==> src/lpcf_pkg.sv <==
// Shared types, widths and constants for the line position centroid filter.
// No dependencies; used by the top level, the divider and the bench.
`default_nettype none

package lpcf_pkg;

   localparam int RAW_W      = 8;   // sensor channels
   localparam int CNT_W      = 4;   // 0..8 seen channels
   localparam int SUM_W      = 6;   // weighted sum, -16..16
   localparam int ERR_W      = 16;  // Q2.14 error words
   localparam int GAIN_W     = 16;  // Q0.16 filter gain
   localparam int FAIL_W     = 16;  // saturating failure counter
   localparam int FRAC_W     = 14;  // fraction bits of Q2.14
   localparam int QUO_W      = 15;  // quotient magnitude, at most 16384
   localparam int DEN_W      = 6;   // 7 * count, at most 49
   localparam int DVD_W      = SUM_W - 1 + FRAC_W;  // |sum| << 14
   localparam int DIV_CNT_W  = $clog2(QUO_W);
   localparam int PROD_W     = 2 * (ERR_W + 1);     // gain * difference
   localparam int NF_W       = PROD_W - GAIN_W;     // filtered + step

   localparam int RSP_DATA_W = 64;
   localparam int RSP_USER_W = 4;

   // csr register indexes
   localparam logic CSR_ACTIVE_HIGH = 1'b0;
   localparam logic CSR_FILTER_GAIN = 1'b1;

   localparam logic [GAIN_W-1:0] GAIN_RESET = 16'd22938;

   // channel weights, channel 0 first
   localparam logic signed [SUM_W-1:0] CHAN_WEIGHT [RAW_W] = '{
      -6'sd7, -6'sd5, -6'sd3, -6'sd1, 6'sd1, 6'sd3, 6'sd5, 6'sd7
   };

   typedef enum logic [4:0] {
      ST_IDLE = 5'b00001,
      ST_DIV  = 5'b00010,
      ST_MUL  = 5'b00100,
      ST_ADD  = 5'b01000,
      ST_OUT  = 5'b10000
   } state_type;

   function automatic logic [CNT_W-1:0] count_seen(input logic [RAW_W-1:0] bits);
      logic [CNT_W-1:0] n;
      n = '0;
      for (int i = 0; i < RAW_W; i++) begin
         n = n + CNT_W'(bits[i]);
      end
      return n;
   endfunction

   function automatic logic signed [SUM_W-1:0] weight_sum(input logic [RAW_W-1:0] bits);
      logic signed [SUM_W-1:0] s;
      s = '0;
      for (int i = 0; i < RAW_W; i++) begin
         if (bits[i]) begin
            s = s + CHAN_WEIGHT[i];
         end
      end
      return s;
   endfunction

endpackage

`default_nettype wire

==> src/lpcf_div.sv <==
// Restoring unsigned divider, one quotient bit per cycle.
// Depends on lpcf_pkg for operand widths.
`default_nettype none

module lpcf_div (
   input  wire logic                          clock,
   input  wire logic                          reset,
   input  wire logic                          start,
   input  wire logic [lpcf_pkg::DVD_W-1:0]    dividend,
   input  wire logic [lpcf_pkg::DEN_W-1:0]    divisor,
   output logic                               done,
   output logic [lpcf_pkg::QUO_W-1:0]         quotient
);

   localparam int HI_W = lpcf_pkg::DVD_W - lpcf_pkg::QUO_W;
   localparam logic [lpcf_pkg::DIV_CNT_W-1:0] LAST_STEP =
      lpcf_pkg::DIV_CNT_W'(lpcf_pkg::QUO_W - 1);

   logic [lpcf_pkg::DEN_W-1:0]     rem_ff;
   logic [lpcf_pkg::QUO_W-1:0]     work_ff;
   logic [lpcf_pkg::DEN_W-1:0]     den_ff;
   logic [lpcf_pkg::DIV_CNT_W-1:0] step_ff;
   logic                           busy_ff;
   logic                           done_ff;

   logic [lpcf_pkg::DEN_W:0] part;
   logic [lpcf_pkg::DEN_W:0] trial;
   logic                     fits;

   // shared subtractor: partial remainder against divisor
   assign part  = {rem_ff, work_ff[lpcf_pkg::QUO_W-1]};
   assign trial = part - {1'b0, den_ff};
   assign fits  = part >= {1'b0, den_ff};

   always_ff @(posedge clock) begin
      if (reset) begin
         busy_ff <= 1'b0;
         done_ff <= 1'b0;
         step_ff <= '0;
      end else if (start) begin
         busy_ff <= 1'b1;
         done_ff <= 1'b0;
         step_ff <= '0;
      end else begin
         done_ff <= busy_ff && (step_ff == LAST_STEP);
         if (busy_ff) begin
            step_ff <= step_ff + 1'b1;
            if (step_ff == LAST_STEP) begin
               busy_ff <= 1'b0;
            end
         end
      end
   end

   // top bits start the remainder; the quotient stays below 2^15,
   // so they are already below the divisor
   always_ff @(posedge clock) begin
      if (start) begin
         rem_ff  <= lpcf_pkg::DEN_W'(dividend[lpcf_pkg::DVD_W-1 -: HI_W]);
         work_ff <= dividend[lpcf_pkg::QUO_W-1:0];
         den_ff  <= divisor;
      end else if (busy_ff) begin
         rem_ff  <= fits ? trial[lpcf_pkg::DEN_W-1:0] : part[lpcf_pkg::DEN_W-1:0];
         work_ff <= {work_ff[lpcf_pkg::QUO_W-2:0], fits};
      end
   end

   assign done     = done_ff;
   assign quotient = work_ff;

endmodule

`default_nettype wire

==> src/line_position_centroid_filter_unit.sv <==
// Line position centroid filter: polarity, count, centroid divide, IIR filter.
// A valid position passes the 15-step shared divider, then a multiply and an add step, before
// it reaches the output state; lost, full or failed reads go straight to the output state.
// A new word is taken only in the idle state, after the last result word has been registered.
// Synchronous active-high reset clears the sequencer, held state, counter and csrs
// (active_high = 1, filter_gain = 22938); rsp_tvalid is low after reset.
`default_nettype none

module line_position_centroid_filter_unit (
   input  wire logic        clock,
   input  wire logic        reset,
   // input words
   input  wire logic        req_tvalid,
   output logic             req_tready,
   input  wire logic [7:0]  req_tdata,   // [7:0] raw_state
   input  wire logic        req_tuser,   // [0] read_ok
   // result words
   output logic             rsp_tvalid,
   input  wire logic        rsp_tready,
   // [7:0] seen_bits, [11:8] seen_count, [27:12] position_error,
   // [43:28] smoothed_error, [59:44] failure_count, [63:60] zero
   output logic [63:0]      rsp_tdata,
   // [0] read_good, [1] lost_flag, [2] full_flag, [3] position_valid
   output logic [3:0]       rsp_tuser,
   // csr writes
   input  wire logic        csr_we,
   input  wire logic        csr_addr,
   input  wire logic [15:0] csr_wdata
);

   lpcf_pkg::state_type state_ff, state_in;

   logic                              active_high_ff;
   logic [lpcf_pkg::GAIN_W-1:0]       gain_ff;

   logic [lpcf_pkg::RAW_W-1:0]        held_bits_ff;
   logic [lpcf_pkg::CNT_W-1:0]        held_count_ff;
   logic [lpcf_pkg::ERR_W-1:0]        last_error_ff;
   logic [lpcf_pkg::ERR_W-1:0]        filtered_ff;
   logic [lpcf_pkg::FAIL_W-1:0]       fail_ff;
   logic                              ok_ff;
   logic                              lost_ff;
   logic                              full_ff;
   logic                              pos_valid_ff;
   logic                              neg_ff;
   logic signed [lpcf_pkg::PROD_W-1:0] prod_ff;

   logic                              rsp_valid_ff;
   logic [lpcf_pkg::RSP_DATA_W-1:0]   rsp_data_ff;
   logic [lpcf_pkg::RSP_USER_W-1:0]   rsp_user_ff;

   logic                              accept;
   logic [lpcf_pkg::RAW_W-1:0]        bits;
   logic [lpcf_pkg::CNT_W-1:0]        count;
   logic signed [lpcf_pkg::SUM_W-1:0] sum;
   logic [lpcf_pkg::SUM_W-1:0]        sum_abs;
   logic                              lost;
   logic                              full;
   logic                              div_start;
   logic [lpcf_pkg::DVD_W-1:0]        dividend;
   logic [lpcf_pkg::DEN_W:0]          den_wide;
   logic                              div_done;
   logic [lpcf_pkg::QUO_W-1:0]        quotient;
   logic [lpcf_pkg::ERR_W-1:0]        err;
   logic signed [lpcf_pkg::ERR_W:0]   diff;
   logic signed [lpcf_pkg::NF_W-1:0]  nf;
   logic [lpcf_pkg::ERR_W-1:0]        nf_sat;
   logic                              out_free;

   assign req_tready = (state_ff == lpcf_pkg::ST_IDLE);
   assign accept     = req_tvalid && req_tready;
   assign out_free   = !rsp_valid_ff || rsp_tready;

   // channel decode
   assign bits     = active_high_ff ? req_tdata : ~req_tdata;
   assign count    = lpcf_pkg::count_seen(bits);
   assign sum      = lpcf_pkg::weight_sum(bits);
   assign sum_abs  = sum[lpcf_pkg::SUM_W-1] ? -sum : sum;
   assign lost     = (count == '0);
   assign full     = (count == lpcf_pkg::CNT_W'(lpcf_pkg::RAW_W));
   assign div_start = accept && req_tuser && !lost && !full;
   assign dividend = {sum_abs[lpcf_pkg::SUM_W-2:0], {lpcf_pkg::FRAC_W{1'b0}}};
   assign den_wide = {count, 3'b000} - {3'b000, count};

   lpcf_div u_div (
      .clock    (clock),
      .reset    (reset),
      .start    (div_start),
      .dividend (dividend),
      .divisor  (den_wide[lpcf_pkg::DEN_W-1:0]),
      .done     (div_done),
      .quotient (quotient)
   );

   // signed error and filter arithmetic
   assign err  = neg_ff ? -{1'b0, quotient} : {1'b0, quotient};
   assign diff = $signed({err[lpcf_pkg::ERR_W-1], err})
               - $signed({filtered_ff[lpcf_pkg::ERR_W-1], filtered_ff});
   // arithmetic shift by 16 rounds toward minus infinity
   assign nf   = $signed({{(lpcf_pkg::NF_W-lpcf_pkg::ERR_W){filtered_ff[lpcf_pkg::ERR_W-1]}},
                          filtered_ff})
               + prod_ff[lpcf_pkg::PROD_W-1:lpcf_pkg::GAIN_W];

   always_comb begin
      if (nf[lpcf_pkg::NF_W-1:lpcf_pkg::ERR_W-1] == '0 ||
          nf[lpcf_pkg::NF_W-1:lpcf_pkg::ERR_W-1] == '1) begin
         nf_sat = nf[lpcf_pkg::ERR_W-1:0];
      end else if (nf[lpcf_pkg::NF_W-1]) begin
         nf_sat = {1'b1, {(lpcf_pkg::ERR_W-1){1'b0}}};
      end else begin
         nf_sat = {1'b0, {(lpcf_pkg::ERR_W-1){1'b1}}};
      end
   end

   always_comb begin
      state_in = state_ff;
      unique case (state_ff)
         lpcf_pkg::ST_IDLE: begin
            if (accept) begin
               state_in = div_start ? lpcf_pkg::ST_DIV : lpcf_pkg::ST_OUT;
            end
         end
         lpcf_pkg::ST_DIV: begin
            if (div_done) begin
               state_in = lpcf_pkg::ST_MUL;
            end
         end
         lpcf_pkg::ST_MUL: state_in = lpcf_pkg::ST_ADD;
         lpcf_pkg::ST_ADD: state_in = lpcf_pkg::ST_OUT;
         lpcf_pkg::ST_OUT: begin
            if (out_free) begin
               state_in = lpcf_pkg::ST_IDLE;
            end
         end
         default: state_in = lpcf_pkg::ST_IDLE;
      endcase
   end

   always_ff @(posedge clock) begin
      if (reset) begin
         state_ff       <= lpcf_pkg::ST_IDLE;
         active_high_ff <= 1'b1;
         gain_ff        <= lpcf_pkg::GAIN_RESET;
         held_bits_ff   <= '0;
         held_count_ff  <= '0;
         last_error_ff  <= '0;
         filtered_ff    <= '0;
         fail_ff        <= '0;
         ok_ff          <= 1'b0;
         lost_ff        <= 1'b0;
         full_ff        <= 1'b0;
         pos_valid_ff   <= 1'b0;
         neg_ff         <= 1'b0;
         rsp_valid_ff   <= 1'b0;
      end else begin
         state_ff <= state_in;

         if (csr_we) begin
            unique case (csr_addr)
               lpcf_pkg::CSR_ACTIVE_HIGH: active_high_ff <= csr_wdata[0];
               lpcf_pkg::CSR_FILTER_GAIN: gain_ff        <= csr_wdata;
               default: ;
            endcase
         end

         if (accept) begin
            ok_ff <= req_tuser;
            if (req_tuser) begin
               held_bits_ff  <= bits;
               held_count_ff <= count;
               lost_ff       <= lost;
               full_ff       <= full;
               pos_valid_ff  <= !lost && !full;
               neg_ff        <= sum[lpcf_pkg::SUM_W-1];
            end else begin
               lost_ff      <= 1'b0;
               full_ff      <= 1'b0;
               pos_valid_ff <= 1'b0;
               if (fail_ff != '1) begin
                  fail_ff <= fail_ff + 1'b1;
               end
            end
         end

         if (state_ff == lpcf_pkg::ST_MUL) begin
            last_error_ff <= err;
         end
         if (state_ff == lpcf_pkg::ST_ADD) begin
            filtered_ff <= nf_sat;
         end

         // hold the result word until taken
         if (state_ff == lpcf_pkg::ST_OUT && out_free) begin
            rsp_valid_ff <= 1'b1;
         end else if (rsp_tready) begin
            rsp_valid_ff <= 1'b0;
         end
      end
   end

   always_ff @(posedge clock) begin
      if (state_ff == lpcf_pkg::ST_MUL) begin
         prod_ff <= $signed({1'b0, gain_ff}) * diff;
      end
      if (state_ff == lpcf_pkg::ST_OUT && out_free) begin
         rsp_data_ff <= {4'b0000, fail_ff, filtered_ff, last_error_ff,
                         held_count_ff, held_bits_ff};
         rsp_user_ff <= {pos_valid_ff, full_ff, lost_ff, ok_ff};
      end
   end

   assign rsp_tvalid = rsp_valid_ff;
   assign rsp_tdata  = rsp_data_ff;
   assign rsp_tuser  = rsp_user_ff;

endmodule

`default_nettype wire

==> config.mk <==
export PLATFORM = sky130hd
export DESIGN_NAME = line_position_centroid_filter_unit
export DESIGN_NICKNAME = d
export VERILOG_FILES = /design/src/lpcf_pkg.sv /design/src/lpcf_div.sv /design/src/line_position_centroid_filter_unit.sv
export SDC_FILE = /design/constraint.sdc
export NUM_CORES = 1
export LEC_CHECK = 0
export BUFFER_PORTS_ARGS = -buffer_cell sky130_fd_sc_hd__buf_4
export CAP_MARGIN = 5
export CORE_ASPECT_RATIO = 1.1
export CORE_MARGIN = 4
export CORE_UTILIZATION = 40
export CTS_BUF_LIST = sky130_fd_sc_hd__clkbuf_4 sky130_fd_sc_hd__clkbuf_8
export CTS_CLUSTER_SIZE = 30
export DETAILED_ROUTE_END_ITERATION = 12
export GPL_ROUTABILITY_DRIVEN = 0
export PLACE_DENSITY = 0.62
export SETUP_SLACK_MARGIN = 0.05
export SKIP_LAST_GASP = 1
export SLEW_MARGIN = 20
export SYNTH_ARGS = -nofsm -noshare
export SYNTH_HDL_FRONTEND = slang
export SYNTH_SLANG_ARGS = --single-unit
==> constraint.sdc <==
create_clock -name clock -period 19.4 [get_ports clock]
set_input_delay 4.85 -clock clock [delete_from_list [all_inputs] [get_ports clock]]
set_output_delay 4.85 -clock clock [all_outputs]
set_load 0.01 [all_outputs]
==> flow_summary.json, run 1 <==
{
  "path_clk_slew_ns": 0.06,
  "filler_cell_count": 4874,
  "antenna_violations_before_repair": 1,
  "maximum_clock_frequency_mhz": 91.7,
  "synth.distinct_cells": 91,
  "final_max_slew_viol_count": 0,
  "critical_path.slowest_cell": "sky130_fd_sc_hd__ha_1",
  "detail_route.vias_per_cell": 5.21,
  "final_design_area_no_fill_mm2": 0.0223,
  "route.final.wire_length_um": 48000,
  "clock_tree_from_tritoncts": "done",
  "cts-root-buf": "sky130_fd_sc_hd__clkbuf_8",
  "timing_worst_setup_path_type": "reg -> reg",
  "timing.max_cap.violations": 0,
  "crit_path_start_kind": "flip-flop",
  "routed_wire_length_per_instance_um": 16.3,
  "min_period_over_period_pct": 56.2,
  "async_reset_ff_share_pct": 0,
  "core_area_mm2": 0.0499,
  "worst_path_most_repeated_cell": "sky130_fd_sc_hd__fa_1",
  "status": "completed",
  "overall_via_count_from_detail_route": 15400,
  "synthCells": 2208,
  "fp.dieArea_mm2": 0.0540,
  "drt-initial-drc-count": 847,
  "initial_cell_density_of_the_core_pct": 40.3,
  "syn2layout_area_growth_pct": 10.9,
  "final.setup.tns_ns": 0,
  "globalRoute.totalOverflow": 0,
  "arrival_time_at_the_worst_endpoint_ns": 11.23,
  "final_antenna_net_count": 0,
  "final_critical_delay_including_setup_and_external_delays_ns": 10.91,
  "kind_of_end_point_of_the_critical_path": "flip-flop",
  "finalHoldViolations": 0,
  "timing_worst_slew_pin_value_ns": 1.08,
  "worst_r2r_src": "u_div.quotient[0]",
  "clk-insertion-delay-late_ns": 0.58,
  "post-dp-hpwl_um": 36700,
  "chipHeight_um": 243,
  "synth_area_per_cell_um2": 9.12,
  "pin_count": 101,
  "detail_route.drc_violations": 0,
  "clock_sinks": 203,
  "postSynth.topFlopCell": "sky130_fd_sc_hd__dfxtp_1",
  "synth-edff-count": 93,
  "fraction_of_final_layout_cells_with_drive_strength_greater_than_1_pct": 10.4,
  "fp.dieW_um": 222,
  "htreeDepth": 2,
  "data_required_critical_path_ns": 19.72,
  "net_count_reported_at_finish": 2693,
  "peak_per_stage_delay_on_the_critical_path_ns": 0.96,
  "synth_warnings": 0,
  "global_route.usage.total_pct": 17.7,
  "slew-limit-headroom_pct": 28.3,
  "layoutNonFillerInstCount": 2956,
  "hold_path.class": "reg -> reg",
  "synth-seq-cells": 203,
  "cts_post_setup_buffers_inserted": 0,
  "grt_pass1_vias": 15869,
  "post_synthesis_instance_area_mm2": 0.0201,
  "holdCritStartpoint": "last_error_ff[11]",
  "dpl-instance-area_mm2": 0.0215,
  "port_buffers": 96,
  "rsz0062_at_grt": "no",
  "worst-path-max-fanout": 34,
  "drt_first_pass_iters": 5,
  "global_route_wire_length_before_repair_um": 80200,
  "cts_max_path_buffers": 3,
  "crit_start": "u_div.quotient[0]",
  "cts.repair.resized": 0,
  "cts_inserted_buffers": 40,
  "place.detailed.instances": 2882,
  "final-setup-viol-count": 0,
  "grt_max_degree": 93,
  "placementRows": 86,
  "finalClockSkew_ns": 0.0348,
  "final_core_utilization_pct": 44.8,
  "holdBufCountCts": 0,
  "synth-seq-area-share_pct": 24.8
}
[cell families after synthesis]
| family | after synthesis | share of synthesized area, % |
|---|---|---|
| AND/OR/NAND/NOR | 761 | 18.2 |
| buffers and inverters | 433 | 8.32 |
| adder cells (fa/ha/maj) | 398 | 32.8 |
| AO/OA/AOI/OAI | 294 | 10.0 |
| flip-flops | 203 | 24.8 |
| XOR/XNOR | 91 | 4.48 |
| multiplexers | 27 | 1.40 |
| other | 1 | 0.0186 |
[final timing paths]
kind / endpoint / slack, ns / depth (start not counted)
worst max-delay path: prod_ff[33] / 8.49 / 32
worst min register to register: rsp_tdata[23] / 0.43 / 0
worst min-delay path: rsp_tdata[23] / 0.43 / 0
worst max register to register: prod_ff[33] / 8.49 / 32
[worst max-delay path, delay by kind of cell, from the launching register on]
family | cells | cell delay [ns]
and+or+nand+nor | 6 | 1.82
AOI/OAI and AO/OA | 13 | 3.13
adders and majority gates | 8 | 4.37
DFF | 1 | 0.34
buffers and inverters | 4 | 0.89
xor gates and xnor gates | 1 | 0.08
[cell usage in the layout, fill, tap and decap left out, types with 6 or more instances in the layout]
master and instances:
sky130_fd_sc_hd__xnor2_1 51, sky130_fd_sc_hd__o211ai_1 6, sky130_fd_sc_hd__or3_1 12, sky130_fd_sc_hd__o31ai_1 6, sky130_fd_sc_hd__nand3_1 32, sky130_fd_sc_hd__ha_1 182
sky130_fd_sc_hd__clkinv_1 8, sky130_fd_sc_hd__dfxtp_1 110, sky130_fd_sc_hd__o311ai_0 8, sky130_fd_sc_hd__nand3b_1 14, sky130_fd_sc_hd__nand2b_1 17, sky130_fd_sc_hd__clkbuf_4 10
sky130_fd_sc_hd__edfxtp_1 93, sky130_fd_sc_hd__and2_1 73, sky130_fd_sc_hd__nor2_1 165, sky130_fd_sc_hd__o311a_1 10, sky130_fd_sc_hd__buf_4 123, sky130_fd_sc_hd__and3b_1 6
sky130_fd_sc_hd__o21ai_0 42, sky130_fd_sc_hd__a21oi_1 66, sky130_fd_sc_hd__a21o_1 25, sky130_fd_sc_hd__inv_1 316, sky130_fd_sc_hd__a31oi_1 25, sky130_fd_sc_hd__nor2b_1 43
sky130_fd_sc_hd__and3_1 16, sky130_fd_sc_hd__or2_2 12, sky130_fd_sc_hd__fa_1 216, sky130_fd_sc_hd__nor4_1 11, sky130_fd_sc_hd__xor2_1 30, sky130_fd_sc_hd__nand4_1 25
sky130_fd_sc_hd__clkbuf_8 46, sky130_fd_sc_hd__nor3_1 42, sky130_fd_sc_hd__o22ai_1 17, sky130_fd_sc_hd__nand2_1 270, sky130_fd_sc_hd__mux2i_1 22, sky130_fd_sc_hd__a211oi_1 22
sky130_fd_sc_hd__o21a_1 12
[layer usage]
layer,vias to the layer above,global-route usage [%],routed length (µm)
met3,64,2.25,2340
met5,-,0,0
met4,0,4.78,1040
met2,382,31.3,23900
met1,7589,23.1,20700
li1,7365,-,-
[state kept, by name (all words and copies together), names as in the netlist, 4 cells and up]
register        count
filtered_ff        16
u_div.quotient     15
u_div.step_ff       4
held_count_ff       4
state_ff            5
rsp_tuser           4
u_div.rem_ff        6
u_div.den_ff        6
held_bits_ff        8
prod_ff            18
gain_ff            16
rsp_tdata          60
last_error_ff      16
fail_ff            16
[stage by stage]
step                      setup slack [ns]  hold slack (ns)
after CTS                             8.54            0.410
after global placement                8.72            0.413
after detailed placement              8.57            0.418
after floorplan                       9.79            0.408
after global routing                  7.73            0.433
final                                 8.49            0.425
[cell usage after synthesis (22+ instances only)]
master / instances / area share, %
sky130_fd_sc_hd__a21oi_1: 66 / 1.6
sky130_fd_sc_hd__a211oi_1: 22 / 0.82
sky130_fd_sc_hd__a31oi_1: 25 / 0.78
sky130_fd_sc_hd__nor3_1: 43 / 1.1
sky130_fd_sc_hd__fa_1: 216 / 21
sky130_fd_sc_hd__nand3_1: 32 / 0.80
sky130_fd_sc_hd__nor2b_1: 44 / 1.4
sky130_fd_sc_hd__nand4_1: 25 / 0.78
sky130_fd_sc_hd__inv_1: 317 / 5.9
sky130_fd_sc_hd__clkbuf_1: 97 / 1.8
sky130_fd_sc_hd__o21ai_0: 42 / 1.0
sky130_fd_sc_hd__a21o_1: 25 / 0.93
sky130_fd_sc_hd__and2_1: 73 / 2.3
sky130_fd_sc_hd__ha_1: 182 / 11
sky130_fd_sc_hd__dfxtp_1: 110 / 11
sky130_fd_sc_hd__mux2i_1: 22 / 1.1
sky130_fd_sc_hd__nor2_1: 165 / 3.1
sky130_fd_sc_hd__xor2_1: 32 / 1.4
sky130_fd_sc_hd__edfxtp_1: 93 / 14
sky130_fd_sc_hd__xnor2_1: 52 / 2.3
sky130_fd_sc_hd__nand2_1: 270 / 5.0
[layout make-up]
cell class              instances  area [µm²]  area share, %
multi-input cells            1575       13500           60.5
flip-flops and latches        203        4990           22.4
inverters                     321        1200           5.39
repair buffers                123         923           4.13
well taps                     660         826           3.70
clock buffers                  56         708           3.17
clock inverters                17         159          0.711
diodes                          1        2.50         0.0112
Power of run 1 is left out: the tool's default activity adds up to more than one toggle a clock period on the data nets, which glitch-free logic cannot reach.
==> run 2: changes to the inputs <==
--- a/config.mk
+++ b/config.mk
@@ -14,7 +14,7 @@
 export CTS_CLUSTER_SIZE = 30
 export DETAILED_ROUTE_END_ITERATION = 12
 export GPL_ROUTABILITY_DRIVEN = 0
-export PLACE_DENSITY = 0.62
+export PLACE_DENSITY = 0.64
 export SETUP_SLACK_MARGIN = 0.05
 export SKIP_LAST_GASP = 1
 export SLEW_MARGIN = 20
==> constraint.sdc (replaced) <==
create_clock -name clock -period 9.89 [get_ports clock]
set_input_delay 2.4725 -clock clock [delete_from_list [all_inputs] [get_ports clock]]
set_output_delay 2.4725 -clock clock [all_outputs]
set_load 0.01 [all_outputs]
==> run 2 against run 1 <==
Against the previous run: first-iteration DRC count is 6.0% higher; wire length is 2.9% higher; sequential share of layout area is essentially flat.
==> flow_summary.json, run 2 (synthesis results as in run 1) <==
{
  "cts_inserted_buffers": 36,
  "port_buffers": 96,
  "critical_path.slowest_cell": "sky130_fd_sc_hd__fa_1",
  "detail_route.vias_per_cell": 5.25,
  "core_area_mm2": 0.0499,
  "peak_per_stage_delay_on_the_critical_path_ns": 0.55,
  "hold-worst-slack_ns": 0.432,
  "r2r_slack_ns": 0.46,
  "timing_worst_setup_path_type": "reg -> reg",
  "post-dp-hpwl_um": 38100,
  "worst-path-max-fanout": 5,
  "r2r_end": "prod_ff[33]",
  "route.final.wire_length_um": 49500,
  "final-setup-viol-count": 0,
  "crit_path_start_kind": "flip-flop",
  "clock_sinks": 203,
  "net_count_reported_at_finish": 2707,
  "timing_worst_slew_pin_value_ns": 1.06,
  "status": "completed",
  "final_critical_delay_including_setup_and_external_delays_ns": 9.43,
  "slew-limit-headroom_pct": 29.4,
  "data_required_critical_path_ns": 10.21,
  "routed_wire_length_per_instance_um": 16.7,
  "leading_cell_types_in_the_layout_fill_and_taps_excluded": "317 x sky130_fd_sc_hd__inv_1, 270 x sky130_fd_sc_hd__nand2_1, 216 x sky130_fd_sc_hd__fa_1, 182 x sky130_fd_sc_hd__ha_1, 165 x sky130_fd_sc_hd__nor2_1",
  "initial_cell_density_of_the_core_pct": 40.3,
  "cts_post_setup_buffers_inserted": 0,
  "cts_max_path_buffers": 3,
  "min_period_over_period_pct": 95.3,
  "cts-root-buf": "sky130_fd_sc_hd__clkbuf_8",
  "most_common_cell_after_layout_fill_and_taps_aside": "sky130_fd_sc_hd__inv_1",
  "final_max_slew_viol_count": 0,
  "global_route_wire_length_before_repair_um": 80700,
  "grt_pass1_vias": 15990,
  "path_clk_slew_ns": 0.06,
  "globalRoute.totalOverflow": 0,
  "worst_r2r_src": "u_div.quotient[1]",
  "finalClockSkew_ns": 0.0454,
  "worst_path_most_repeated_cell": "sky130_fd_sc_hd__fa_1",
  "overall_via_count_from_detail_route": 15565,
  "crit_start": "u_div.quotient[1]",
  "finalHoldViolations": 0,
  "fp.dieArea_mm2": 0.0540,
  "syn2layout_area_growth_pct": 11.3,
  "final_antenna_net_count": 0,
  "placementRows": 86,
  "final.setup.tns_ns": 0,
  "chipHeight_um": 243,
  "drt-initial-drc-count": 898,
  "htreeDepth": 2,
  "global_route.usage.total_pct": 18.1,
  "detail_route.drc_violations": 0,
  "timing.reg2reg.worst_path_depth": 39,
  "hold_path.class": "reg -> reg",
  "kind_of_end_point_of_the_critical_path": "flip-flop",
  "critical_path.endpoint": "prod_ff[33]",
  "timing.max_cap.violations": 0,
  "grt_max_degree": 93,
  "filler_cell_count": 4830,
  "clock_tree_from_tritoncts": "done",
  "fraction_of_final_layout_cells_with_drive_strength_greater_than_1_pct": 11.0,
  "clk-insertion-delay-late_ns": 0.59,
  "arrival_time_at_the_worst_endpoint_ns": 9.75,
  "fp.dieW_um": 222,
  "drt_first_pass_iters": 5,
  "pin_count": 101,
  "maximum_clock_frequency_mhz": 106,
  "antenna_violations_before_repair": 1,
  "largest_register_ffs": 60,
  "rsz0062_at_grt": "no"
}
[run 2: cell types whose count changed in the layout (fill, tap and decap cells not counted), moves of 2 or more]
cell and change:
sky130_fd_sc_hd__a21boi_0 -2, sky130_fd_sc_hd__buf_4 +17, sky130_fd_sc_hd__clkbuf_4 -4, sky130_fd_sc_hd__dfxtp_2 +2, sky130_fd_sc_hd__a21boi_1 +2, sky130_fd_sc_hd__o21ai_0 -6, sky130_fd_sc_hd__xor2_1 +2, sky130_fd_sc_hd__clkinv_2 -2
sky130_fd_sc_hd__o21ai_1 +6, sky130_fd_sc_hd__clkbuf_8 -4, sky130_fd_sc_hd__dfxtp_1 -3, sky130_fd_sc_hd__xor2_2 -2
[run 2: area by class of cell]
type | count | area (µm²) | area share (%)
clock buffers | 48 | 623 | 2.78
repair buffers | 141 | 1060 | 4.74
clock inverters | 16 | 145 | 0.648
inverters | 321 | 1200 | 5.38
multi-input cells | 1575 | 13500 | 60.4
diodes | 1 | 2.50 | 0.0112
flip-flops and latches | 203 | 5000 | 22.3
well taps | 660 | 826 | 3.68
[run 2: timing repair]
action | CTS | global route
resized for setup | 0 | 19
endpoints found under the setup margin | 0 | 10
hold buffers | 0 | 0
[run 2: through the flow]
stage | util, % | instance area [µm²] | cells | setup WS (ns)
floorplan | - | 20200 | 2211 | 0.349
global placement | 43.2 | 21600 | 2900 | 0.326
detailed placement | 43.2 | 21600 | 2900 | 0.103
CTS | 44.8 | 22400 | 2964 | 0.0740
global route | 44.9 | 22400 | 2965 | 0.0405
finish | 44.9 | 22400 | 2965 | 0.462
[run 2: layer usage]
| metal | up-vias | track usage [%] | wire [µm] |
|---|---|---|---|
| li1 | 7399 | - | - |
| met1 | 7640 | 22.6 | 20500 |
| met2 | 423 | 31.9 | 24400 |
| met3 | 103 | 2.57 | 2820 |
| met4 | 0 | 6.93 | 1740 |
| met5 | - | 0 | 0 |
[run 2: worst min-delay path by stage]
stage / slack, ns / end / from / cells after the start
after global placement: 0.42 / rsp_tuser[3] / pos_valid_ff / 0
after detailed placement: 0.42 / rsp_tdata[8] / held_count_ff[0] / 0
after CTS: 0.43 / rsp_tdata[8] / held_count_ff[0] / 0
after floorplan: 0.41 / rsp_tdata[27] / last_error_ff[15] / 0
after global routing: 0.44 / rsp_tdata[6] / held_bits_ff[6] / 0
final: 0.43 / rsp_tdata[8] / held_count_ff[0] / 0
[run 2: worst max-delay path: cells and delay by family (launching register included)]
family          cells  cell delay (ns)
fa+ha+maj           9             3.89
buf+inv             6             0.43
simple gates        5             0.99
compound gates     17             3.24
flops               1             0.37
xor+xnor            2             0.24
Power of run 2 is left out for the same reason.
==> run 3: changes to the inputs <==
--- a/config.mk
+++ b/config.mk
@@ -5,7 +5,6 @@
 export SDC_FILE = /design/constraint.sdc
 export NUM_CORES = 1
 export LEC_CHECK = 0
-export BUFFER_PORTS_ARGS = -buffer_cell sky130_fd_sc_hd__buf_4
 export CAP_MARGIN = 5
 export CORE_ASPECT_RATIO = 1.1
 export CORE_MARGIN = 4
@@ -13,8 +12,9 @@
 export CTS_BUF_LIST = sky130_fd_sc_hd__clkbuf_4 sky130_fd_sc_hd__clkbuf_8
 export CTS_CLUSTER_SIZE = 30
 export DETAILED_ROUTE_END_ITERATION = 12
+export DONT_BUFFER_PORTS = 1
 export GPL_ROUTABILITY_DRIVEN = 0
-export PLACE_DENSITY = 0.64
+export PLACE_DENSITY = 0.62
 export SETUP_SLACK_MARGIN = 0.05
 export SKIP_LAST_GASP = 1
 export SLEW_MARGIN = 20
==> run 3 against run 2 <==
Against the previous run: clock skew fell by 0.0012 ns; global-route usage barely moved; wire length fell by 0.25%; register-to-register slack got worse by 0.03 ns; first-iteration DRC count rose by 16%; non-clock buffer count fell by 96; count of clock-buffer cells in the layout rose by 5.
==> flow_summary.json, run 3 (synthesis results as in run 1) <==
{
  "path_clk_slew_ns": 0.06,
  "syn2layout_area_growth_pct": 9.24,
  "route.final.wire_length_um": 49300,
  "hold_path.class": "reg -> reg",
  "clock_tree_from_tritoncts": "done",
  "cts_max_path_buffers": 3,
  "min_period_over_period_pct": 95.7,
  "filler_cell_count": 4827,
  "final_max_slew_viol_count": 0,
  "grt_pass1_vias": 15375,
  "overall_via_count_from_detail_route": 15150,
  "final_antenna_net_count": 0,
  "leading_cell_types_in_the_layout_fill_and_taps_excluded": "317 x sky130_fd_sc_hd__inv_1, 270 x sky130_fd_sc_hd__nand2_1, 215 x sky130_fd_sc_hd__fa_1, 181 x sky130_fd_sc_hd__ha_1, 165 x sky130_fd_sc_hd__nor2_1",
  "post-dp-hpwl_um": 37900,
  "clk-insertion-delay-late_ns": 0.59,
  "htreeDepth": 2,
  "timing_worst_slew_pin_value_ns": 0.929,
  "timing.max_cap.violations": 0,
  "regArea_mm2": 0.00500,
  "crit_path_start_kind": "flip-flop",
  "net_count_reported_at_finish": 2614,
  "holdCritStartpoint": "held_bits_ff[7]",
  "slew-limit-headroom_pct": 38.0,
  "data_required_critical_path_ns": 10.20,
  "clock_sinks": 203,
  "worst-path-max-fanout": 5,
  "most_common_cell_after_layout_fill_and_taps_aside": "sky130_fd_sc_hd__inv_1",
  "kind_of_end_point_of_the_critical_path": "flip-flop",
  "finalHoldViolations": 0,
  "initial_cell_density_of_the_core_pct": 40.3,
  "grt_max_degree": 93,
  "finalClockSkew_ns": 0.0443,
  "crit_start": "u_div.quotient[1]",
  "detail_route.vias_per_cell": 5.27,
  "final-setup-viol-count": 0,
  "arrival_time_at_the_worst_endpoint_ns": 9.77,
  "fp.dieW_um": 222,
  "core_area_mm2": 0.0499,
  "final_core_utilization_pct": 44.1,
  "chipHeight_um": 243,
  "hold-worst-slack_ns": 0.428,
  "min_path_cells": 0,
  "final.setup.tns_ns": 0,
  "peak_per_stage_delay_on_the_critical_path_ns": 0.55,
  "port_buffers": 0,
  "maximum_clock_frequency_mhz": 106,
  "critical_path.slowest_cell": "sky130_fd_sc_hd__fa_1",
  "pin_count": 101,
  "combined_area_of_the_multi_input_logic_cells_mm2": 0.0136,
  "cts-root-buf": "sky130_fd_sc_hd__clkbuf_8",
  "placementRows": 86,
  "fraction_of_final_layout_cells_with_drive_strength_greater_than_1_pct": 7.76,
  "final_critical_delay_including_setup_and_external_delays_ns": 9.46,
  "global_route.usage.total_pct": 18.1,
  "rsz0062_at_grt": "no",
  "antenna_violations_before_repair": 1,
  "worst_path_most_repeated_cell": "sky130_fd_sc_hd__fa_1",
  "timing.reg2reg.worst_path_depth": 39,
  "holdBufCountCts": 0,
  "drt-initial-drc-count": 1043,
  "drt_first_pass_iters": 6,
  "fp.dieArea_mm2": 0.0540,
  "worst_r2r_src": "u_div.quotient[1]",
  "global_route_wire_length_before_repair_um": 80400,
  "largest_register_ffs": 60,
  "status": "completed",
  "cts_inserted_buffers": 39,
  "timing_worst_setup_path_type": "reg -> reg",
  "detail_route.drc_violations": 0,
  "routed_wire_length_per_instance_um": 17.1,
  "globalRoute.totalOverflow": 0
}
run 3: cell types whose count changed in the layout (fill, tap and decap cells not counted), moves of 2 or more:
cell,previous run,this run
sky130_fd_sc_hd__bufinv_16,2,9
sky130_fd_sc_hd__clkbuf_4,6,8
sky130_fd_sc_hd__o311a_4,0,2
sky130_fd_sc_hd__buf_4,140,43
sky130_fd_sc_hd__clkbuf_8,42,45
sky130_fd_sc_hd__o21ai_0,36,34
sky130_fd_sc_hd__xor2_2,0,2
sky130_fd_sc_hd__o311a_1,10,8
sky130_fd_sc_hd__xor2_1,32,30
sky130_fd_sc_hd__a21boi_0,3,1
run 3: layer usage:
metal	up-vias	GRT usage (%)	wire length, µm
li1	7228	-	-
met1	7390	23.6	21200
met2	434	30.9	23800
met3	98	2.76	2880
met4	0	5.77	1460
met5	-	0	0
run 3: area by class of cell:
cell class	instances	area share (%)
Antenna cell	1	0.0114
Inverter	321	5.48
Sequential cell	203	22.7
Clock inverter	19	1.54
Tap cell	660	3.75
Timing Repair Buffer	45	1.61
Clock buffer	53	3.09
Multi-Input combinational cell	1575	61.8
run 3: worst max-delay path: cells and delay by family, from the launching register on:
family          cells  cell delay, ns
xor+xnor            2            0.33
simple gates        5            0.95
buf+inv             6            0.42
compound gates     17            3.24
fa+ha+maj           9            3.83
flops               1            0.37
run 3: worst paths after layout:
path / end / slack [ns]
hold / removal: rsp_tdata[7] / 0.43
setup / recovery: prod_ff[33] / 0.43
setup reg to reg: prod_ff[33] / 0.43
hold reg to reg: rsp_tdata[7] / 0.43
run 3: through the flow:
step	setup slack [ns]	area (µm²)	instances
floorplan	0.349	20200	2211
global placement	0.147	20900	2803
detailed placement	0.0688	20900	2803
CTS	0.0667	21900	2875
global route	0.00819	22000	2877
finish	0.427	22000	2877
run 3: what timing repair did:
| action | 4_1_cts | 5_1_grt |
|---|---|---|
| pin swaps | 0 | 8 |
| buffers inserted | 0 | 1 |
| endpoints found under the setup margin | 1 | 10 |
| gates resized for setup | 3 | 31 |
Power of run 3 is left out for the same reason.
